## config.mk

```make
export PLATFORM = sky130hd
export DESIGN_NAME = ssvs_ram
export DESIGN_NICKNAME = d
export VERILOG_FILES = /design/src/hdl/sorted_sparse_vector_store_assert.svh /design/src/hdl/ssvs_ram.sv
export SDC_FILE = /design/constraint.sdc
export NUM_CORES = 1
export LEC_CHECK = 0
export BUFFER_PORTS_ARGS = -buffer_cell sky130_fd_sc_hd__buf_2
export CAP_MARGIN = 20
export CORE_ASPECT_RATIO = 2
export CORE_UTILIZATION = 30
export CTS_CLUSTER_SIZE = 8
export DETAILED_ROUTE_END_ITERATION = 10
export GPL_ROUTABILITY_DRIVEN = 1
export HOLD_SLACK_MARGIN = 0.12
export PLACE_DENSITY = 0.52
export SYNTH_ARGS = -nofsm -noshare
export SYNTH_HDL_FRONTEND = slang
export SYNTH_SLANG_ARGS = --single-unit
export TNS_END_PERCENT = 10
```

## constraint.sdc

```tcl
create_clock -name clk -period 2.78 [get_ports clk]
set_clock_uncertainty 0.15 [all_clocks]
set_input_delay 0.556 -clock clk [delete_from_list [all_inputs] [get_ports clk]]
set_output_delay 0.556 -clock clk [all_outputs]
set_load 0.01 [all_outputs]
```

## src/hdl/sorted_sparse_vector_store_assert.svh

```systemverilog
// Assertion macros shared by the sorted sparse vector store RTL.
// Needs signals clk and arst_n in the including module.
`ifndef SORTED_SPARSE_VECTOR_STORE_ASSERT_SVH
`define SORTED_SPARSE_VECTOR_STORE_ASSERT_SVH

// Property that must hold at every edge out of reset.
`define SSVS_CHECK(lbl, cond, msg) \
	lbl: assert property (@(posedge clk) disable iff (!arst_n) (cond)) else $error(msg);

// Antecedent at one edge implies consequent at the next.
`define SSVS_CHECK_NEXT(lbl, ante, cons, msg) \
	lbl: assert property (@(posedge clk) disable iff (!arst_n) (ante) |=> (cons)) else $error(msg);

`endif

```

## src/hdl/ssvs_ram.sv

```systemverilog
// Simple dual-port synchronous RAM, one write and one registered read a cycle.
// No dependencies.
module ssvs_ram #(
	parameter int WIDTH = 8,
	parameter int DEPTH = 16
) (
	input  logic                     clk,
	input  logic                     we,
	input  logic [$clog2(DEPTH)-1:0] waddr,
	input  logic [WIDTH-1:0]         wdata,
	input  logic [$clog2(DEPTH)-1:0] raddr,
	output logic [WIDTH-1:0]         rdata
);
	logic [WIDTH-1:0] mem [DEPTH];

	always_ff @(posedge clk) begin
		if (we) begin
			mem[waddr] <= wdata;
		end
		rdata <= mem[raddr];
	end
endmodule

```

After elaboration in Yosys (flattened, before gate mapping)

Memory sizes are Yosys's and may differ from the RTL's. A register that Yosys moved wholly into a read port is not among the register bits.
Index checks and enable logic that the tools add are counted.

Mux-type cells: 2

Operators with widths:

| kind             | number |
|---|---|
| 2-to-1 mux 1 bit | 2 |

Bits in registers: 0
Memory bits (writable): 128
Bits of input ports: 18
Output and inout port bits: 8
Word-level logic and storage cells: 3
Memories: 1

Memory list:

| memory | words | width | rd ports | clocked after Yosys merged registers in | write ports | RTL line       | RTL |
|---|---|---|---|---|---|---|---|
| mem    | 16    | 8     | 1        | 1                                       | 1           | ssvs_ram.sv:14 | `logic [WIDTH-1:0] mem [DEPTH];` |

Logic depth before layout (Yosys ltp)

Gate-level depths: netlist (run 1).

Depth in word-level cells: 2
Depth in mapped cells: 5
Depth with buffers taken out: 3

Least setup slack after synthesis (run 1)

No wires, ideal clock.

Path kind: input to register
From: input port waddr[2]
To: memory mem[0][0], enable pin
Setup time: 0.383 ns
Data arrival time: 1.666 ns
Data required time: 2.247 ns
Slack: 0.581 ns
Stages on the path: 2
Buffers on the path: 0
Cell sequence: or3b_2 > nor3_1

RTL lines:

| what        | RTL line       | RTL |
|---|---|---|
| from (decl) | ssvs_ram.sv:9  | `input logic [$clog2(DEPTH)-1:0] waddr,` |
| to (decl)   | ssvs_ram.sv:14 |  |

No word-level cell before the write port.

==> results.tsv, run 1 <==
stage	metric	value	unit
logic_synthesis	async_flop_share	0	%
worst_setup_path	rr_worst_depth	3	
timing	timing.final.crit_share	61.9	%
placed_design	placed_cell_area	5630	sq um
routing	remaining_drc_errors	0	
worst_setup_path	worstSetupPathType	in2reg	
routing	routed_via_density	4.79	
routing	firstDrtPassIters	4	
placed_design	dp_hpwl	7570	um
floorplan	core.rowCount	67	
logic_synthesis	yosysUniqueCellTypes	19	
worst_setup_path	worstSetupEndpointType	register	
flow_run	cap_violations	0	
clock_tree	clock_latency	0.41	ns
global_route	grt_max_degree	33	
cells_and_area	antennaDiodeCount	0	
run_status	status	complete, no violations	
clock_tree	clockBufferDepth	2	
logic_synthesis	syn-mean-instance-area	22.5	sq um
timing	tns	0	ns
floorplan	core	16800	sq um
global_route	grt_pass1_wl	16000	um
timing	worstMarginPinSlew	0.833	ns
logic_synthesis	yosysWarningCount	0	
cells_and_area	fillCellCount	1540	
timing	hold_viol_final	0	
global_route	antenna_found_initial	0	
cells_and_area	ff_latch_area	4000	sq um
worst_setup_path	required	2.93	ns
floorplan	start_util	30.7	%
timing	setup_violations	0	
logic_synthesis	synth_area_leaders	edfxtp_1 (75%), mux4_2 (7.9%), mux4_1 (7.1%)	
routing	routed_wl	10700	um
logic_synthesis	synth_top_flop_cell	edfxtp_1	
cells_and_area	drive_above_1_share	32.7	%
timing	rsz0062_at_grt	false	
global_route	grt_pass1_vias	2665	
worst_setup_path	worstPathArrival	1.87	ns
worst_setup_path	worst-path-max-fanout	32	
logic_synthesis	ys_seq_area_share	77.8	%
worst_setup_path	r2r_setup_slack	1.29	ns
floorplan	fp.dieH	187	um
routing	wl_met2	6370	um
cells_and_area	stdcell_area	6300	sq um
clock_tree	ctsResizeCount	0	
clock_tree	postCtsSetupRepairBufs	0	
pwr	power.total	5.06	mW
logic_synthesis	syn_nets	247	
worst_setup_path	r2r_end	rdata[1]	
logic_synthesis	synth-edff-count	128	
global_route	grt-ovfl-total	0	
cells_and_area	multi_input_area	1060	sq um
timing	slew_viol_final	0	
timing	max_freq	581	MHz
worst_hold_path	hold_end	mem[10][4]	
routing	ant_nets	0	
logic_synthesis	synth.most_common_cell	edfxtp_1	
cells_and_area	final_util	37.6	%
floorplan	dieArea	17700	sq um
floorplan	die_w	94.6	um
logic_synthesis	synthesis.area	5150	sq um
pwr	powerDensity	802	nW/um^2
logic_synthesis	synth_top_area_cell	edfxtp_1	
timing	min_period	1.72	ns
routing	vias	2412	
routing	top_layer_used	met4	
logic_synthesis	yosys.area.top_type_share	74.7	%
clock_tree	hold_buffers	0	
routing	first_iter_violations	206	
clock_tree	clk_pin_slew	0.06	ns
worst_setup_path	reg2reg_from	mem[1][1]	
clock_tree	h-tree-depth	4	
logic_synthesis	ys_top_cells_by_count	edfxtp_1 (128), mux4_2 (18), a22oi_1 (16)	
placed_design	port_buffers	25	
logic_synthesis	synth_seq_cells	136	
cells_and_area	final_nets	302	
worst_hold_path	hp-start	wdata[4]	
routing	wl_met3	274	um
clock_tree	cts_tree	yes	
logic_synthesis	syn_inst	229	
routing	wl_met1	3800	um
worst_hold_path	hold_class	in2reg	
timing	slew_headroom	44.2	%
placed_design	gp_congestion	0.695	
floorplan	io_pins	26	
clock_tree	numCtsBuffers	17	
clock_tree	clk_root_buffer_cell	clkbuf_16	
pwr	leakage	2.14	nW
worst_setup_path	crit_path_start_kind	primary input	
pwr	vdd_drop_max	359	uV
worst_hold_path	holdPathStages	1	
clock_tree	cts_sinks	136	
routing	wl_per_cell	21.3	um
global_route	gr-usage-all-layers	13.3	%
cells_and_area	area_delta_synth_final	22.5	%
==> cells by family (layout without fill, tap and decap cells) <==
kind of cell | Yosys count | in the layout | synth area share (%)
AND/OR/NAND/NOR | 35 | 35 | 3.18
AO/OA/AOI/OAI | 16 | 16 | 2.33
multiplexers | 32 | 32 | 15.0
buffers and inverters | 10 | 78 | 1.68
flip-flops | 136 | 136 | 77.8
==> power by group <==
part | internal, mW | switching, mW
clock network | 1.72 | 0.809
registers | 2.29 | 0.0143
logic | 0.0927 | 0.126
==> through the flow <==
stage	instances	setup slack [ns]	hold WS, ns
final	504	1.06	0.375
after global routing	504	0.976	0.385
after CTS	504	1.05	0.363
after detailed placement	472	0.600	0.525
after global placement	472	0.612	0.504
after floorplan	229	0.581	0.479
==> sequential cells by signal, indices dropped and copies added (netlist names) <==
register	cells
rdata	8
mem	128
==> per-layer routing <==
metal,vias to the layer above,global-route usage (%)
li1,1080,-
met1,1255,12.8
met2,59,25.0
met3,18,2.89
met4,0,7.34
met5,-,0
==> cell usage in the layout (no fill, tap or decap), types with 4 or more instances in the layout <==
cell type	n
clkbuf_16	17
buf_2	25
nor2_1	13
dfxtp_1	8
mux4_2	18
mux4_1	14
buf_4	19
nand2_1	9
clkinv_2	4
edfxtp_1	128
nor3_1	4
a22oi_1	16
bufinv_16	6
==> critical path: stages <==
cell     delay (ns)
buf_2          0.10
buf_12         0.26
mux4_1         0.62
a22oi_1        0.25
nand2_1        0.08
==> worst max-delay path by stage <==
| stage | cells after the start | endpoint | from | slack (ns) |
|---|---|---|---|---|
| floorplan | 2 | mem[0][0] | waddr[2] | 0.58 |
| global placement | 5 | rdata[3] | raddr[0] | 0.61 |
| detailed placement | 5 | rdata[5] | raddr[0] | 0.60 |
| CTS | 5 | rdata[5] | raddr[0] | 1.05 |
| global route | 5 | rdata[5] | raddr[0] | 0.98 |
| finish | 5 | rdata[3] | raddr[0] | 1.06 |
==> layout make-up <==
cell class | instances | share of cell area, %
clock inverters | 13 | 3.55
flip-flops and latches | 136 | 63.5
repair buffers | 46 | 4.88
multi-input cells | 83 | 16.8
well taps | 207 | 4.11
clock buffers | 19 | 7.18
Power figures use the tool's default switching activity.
==> run 2: changes to the inputs <==
Settings changed: ABC_AREA set to 1, PLACE_DENSITY 0.52 to 0.53.
Clock period 2.78 ns to 1.4 ns, I/O delays scaled along.
==> run 2 against run 1 <==
Compared with the run above:
- first-iteration DRC count grew 10%
- combinational power grew to 2.9 times the previous value
- worst hold slack lost 0.23 ns
- highest routed layer unchanged
- worst setup slack lost 0.99 ns
- sequential power grew 98%
- critical path depth shrank 4
- synthesized area grew 12%
- wire length grew 30%
- register-to-register slack lost 1.1 ns
- sequential share of layout area shrank 6.5 points
- clock-buffer cell count shrank 1
- largest cell class unchanged
==> results.tsv, run 2 <==
stage	metric	value	unit	change
global_route	antenna_found_initial	0		unchanged
worst_setup_path	path_buf_inv	1		-1
cells_and_area	layout_commonest_cell	nand2_1		
worst_setup_path	crit_path_start_kind	register		
routing	routed_wl	14000	um	+30%
timing	holdWs	0.141	ns	-0.234 ns
worst_setup_path	cpMaxStageDelayCell	dfxtp_1		
worst_setup_path	cpPeakStageDelay	0.35	ns	-0.27 ns
pwr	pwr-share-clk	46.8	%	-3.3 points
global_route	gr-usage-all-layers	15.3	%	+1.9 points
pwr	power.total	9.78	mW	+93%
routing	routed_via_density	4.41		-7.8%
clock_tree	cts_tree	yes		
logic_synthesis	synth_top_flop_cell	edfxtp_1		
cells_and_area	antennaDiodeCount	0		unchanged
timing	rsz0062_at_grt	false		
cells_and_area	largest_reg_flops	128		unchanged
clock_tree	clk_root_buffer_cell	clkbuf_16		
cells_and_area	top_register	mem		
pwr	pwr-share-comb	6.4	%	+2.1 points
timing	worstMarginPinSlew	0.400	ns	-0.434 ns
clock_tree	h-tree-depth	4		unchanged
global_route	grt_max_degree	36		+9.1%
floorplan	io_pins	26		unchanged
global_route	grt-ovfl-total	0		unchanged
timing	slew_headroom	73.3	%	+29 points
worst_setup_path	worstSetupPathType	reg2out		
logic_synthesis	synth-edff-count	128		unchanged
routing	first_iter_violations	227		+10%
worst_setup_path	r2r_end	rdata[7]		
placed_design	dp_hpwl	10000	um	+32%
worst_setup_path	rr_worst_depth	6		+3
floorplan	die_w	100	um	+5.7%
worst_setup_path	reg2reg_from	mem[3][7]		
worst_setup_path	worst-path-stages	1		-4
floorplan	dieArea	19800	sq um	+12%
timing	slew_viol_final	0		unchanged
logic_synthesis	yosysUniqueCellTypes	12		-7
clock_tree	clock_latency	0.41	ns	about the same
worst_setup_path	crit_start	rdata[5]		
global_route	grt_pass1_vias	3947		+48%
logic_synthesis	async_flop_share	0	%	unchanged
logic_synthesis	synth.most_common_cell	nand2_1		
floorplan	core.rowCount	71		+6.0%
routing	remaining_drc_errors	0		unchanged
worst_setup_path	worstSetupEndpointType	output port		
cells_and_area	layout_common_cells	nand2_1 (173), edfxtp_1 (128), inv_1 (100), nand3_1 (97), buf_4 (29)		
timing	setup_violations	0		unchanged
routing	wl_per_cell	16.0	um	-25%
cells_and_area	area_delta_synth_final	21.8	%	
placed_design	placed_cell_area	6400	sq um	+14%
clock_tree	numCtsBuffers	17		unchanged
worst_setup_path	worst-path-max-fanout	1		-97%
logic_synthesis	ys_top_cells_by_count	nand2_1 (173), edfxtp_1 (128), inv_1 (100)		
flow_run	cap_violations	0		unchanged
routing	vias	3862		+60%
pwr	pwr-share-seq	46.8	%	+1.2 points
timing	max_freq	750	MHz	
worst_setup_path	critPathTopFamily	flip-flops		
logic_synthesis	syn-mean-instance-area	10.5	sq um	-53%
pwr	powerDensity	1390	nW/um^2	+74%
logic_synthesis	synth_seq_cells	136		unchanged
pwr	vdd_drop_max	546	uV	+52%
global_route	grt_pass1_wl	21400	um	+34%
worst_setup_path	worstPathArrival	0.90	ns	-0.97 ns
cells_and_area	reg.largest.list	mem x128, rdata x8		
pwr	leakage	3.03	nW	+41%
pwr	intPower	7.72	mW	+88%
timing	hold_viol_final	0		unchanged
logic_synthesis	ys_seq_area_share	69.4	%	-8.4 points
cells_and_area	stdcell_area	7020	sq um	+11%
clock_tree	clockBufferDepth	2		unchanged
floorplan	start_util	30.6	%	-0.081 points
placed_design	gp_congestion	0.838		+21%
timing	setup_slack	0.0669	ns	-0.992 ns
clock_tree	postCtsSetupRepairBufs	0		unchanged
routing	firstDrtPassIters	4		unchanged
cells_and_area	final_nets	626		+110%
routing	ant_nets	0		unchanged
worst_setup_path	crit_path_end	rdata[5]		
cells_and_area	final_util	37.3	%	-0.32 points
run_status	status	complete, no violations		
cells_and_area	drive_above_1_share	14.8	%	-18 points
worst_hold_path	hold_class	in2reg		
floorplan	core	18800	sq um	+12%
clock_tree	ctsResizeCount	0		unchanged
logic_synthesis	syn_inst	551		+140%
logic_synthesis	yosys.area.top_type_share	66.7	%	-8.0 points
floorplan	fp.dieH	198	um	+5.8%
clock_tree	cts_sinks	136		unchanged
timing	min_period	1.33	ns	
logic_synthesis	synth_top_area_cell	edfxtp_1		
clock_tree	clk_pin_slew	0.06	ns	about the same
pwr	switchingPower	2.06	mW	+120%
logic_synthesis	synthesis.area	5770	sq um	+12%
placed_design	port_buffers	25		unchanged
logic_synthesis	syn_nets	569		+130%
logic_synthesis	yosysWarningCount	0		unchanged
timing	timing.final.crit_share	95.2	%	
worst_setup_path	path_cells	buf_2		
worst_setup_path	required	0.97	ns	-1.96 ns
placed_design	dpl_worst_slack	-0.165	ns	-0.766 ns
pwr	swShare	21.0	%	+2.3 points
logic_synthesis	synth_area_leaders	edfxtp_1 (67%), nand2_1 (11%), nand3_1 (8.4%)		
worst_setup_path	r2r_setup_slack	0.20	ns	-1.09 ns
## run 2: changes by cell type in the layout (fill, tap and decap cells not counted), sizes merged, moves of 15 or more
| cell | change |
|---|---|
| inv | +102 |
| a22oi | -16 |
| nand2 | +164 |
| buf | +15 |
| nand3 | +96 |
| mux4 | -32 |
## run 2: metal layers
layer  vias to the layer above  GRT usage (%)  wire (um)
met5                         -              0          0
met3                        29           2.82        312
li1                       1888              -          -
met4                         0           9.18        643
met2                        81           29.5       7990
met1                      1864           14.5       5030
## run 2: stage by stage
step	setup TNS [ns]	instances
after floorplan	0	551
after global placement	-3.39	843
after detailed placement	-4.22	843
after CTS	0	875
after global routing	0	875
final	0	875
## run 2: cells by family after synthesis
| kind of cell | after synthesis | synth area share, % |
|---|---|---|
| flops | 136 | 69.4 |
| simple gates | 289 | 21.0 |
| buf+inv | 126 | 9.52 |
## run 2: final cells by class
cell class              count  area [sq um]
inverters                 102           383
clock inverters            13           180
clock buffers              18           429
flip-flops and latches    136          4000
multi-input cells         289          1210
repair buffers             62           493
well taps                 255           319
fillers                  1866         11800
## run 2: worst min-delay path by stage
stage | slack [ns] | endpoint | cells after the start | startpoint
final | 0.14 | mem[6][1] | 1 | wdata[1]
after global routing | 0.14 | mem[10][6] | 1 | wdata[6]
after CTS | 0.13 | rdata[1] | 4 | raddr[3]
after detailed placement | 0.51 | rdata[4] | 6 | mem[15][4]
after global placement | 0.51 | rdata[4] | 6 | mem[15][4]
after floorplan | 0.23 | mem[0][0] | 0 | wdata[0]
## run 2: repair_timing
action / 4_1_cts / 5_1_grt
hold buffers: 1 / 0
endpoints found under the setup margin: 0 / 0
endpoints found under the hold margin: 3 / 0
## run 2: worst register-to-register path, stage by stage, from the launching register on
cell and delay (ns):
edfxtp_1 0.37, inv_1 0.08, nand2_1 0.05, nand3_1 0.08
nand3_1 0.15, nand3_1 0.16, nand2_1 0.07
## run 2: power groups by stage
| stage | combinational, mW | sequential (mW) | clock (mW) |
|---|---|---|---|
| 6_report | 0.624 | 4.58 | 4.57 |
| 2_1_floorplan | 0.321 | 4.67 | 0 |
| 5_1_grt | 0.688 | 4.59 | 4.81 |
| 3_3_place_gp | 0.627 | 4.66 | 0 |
| 3_5_place_dp | 0.633 | 4.66 | 0 |
| 4_1_cts | 0.637 | 4.58 | 4.64 |
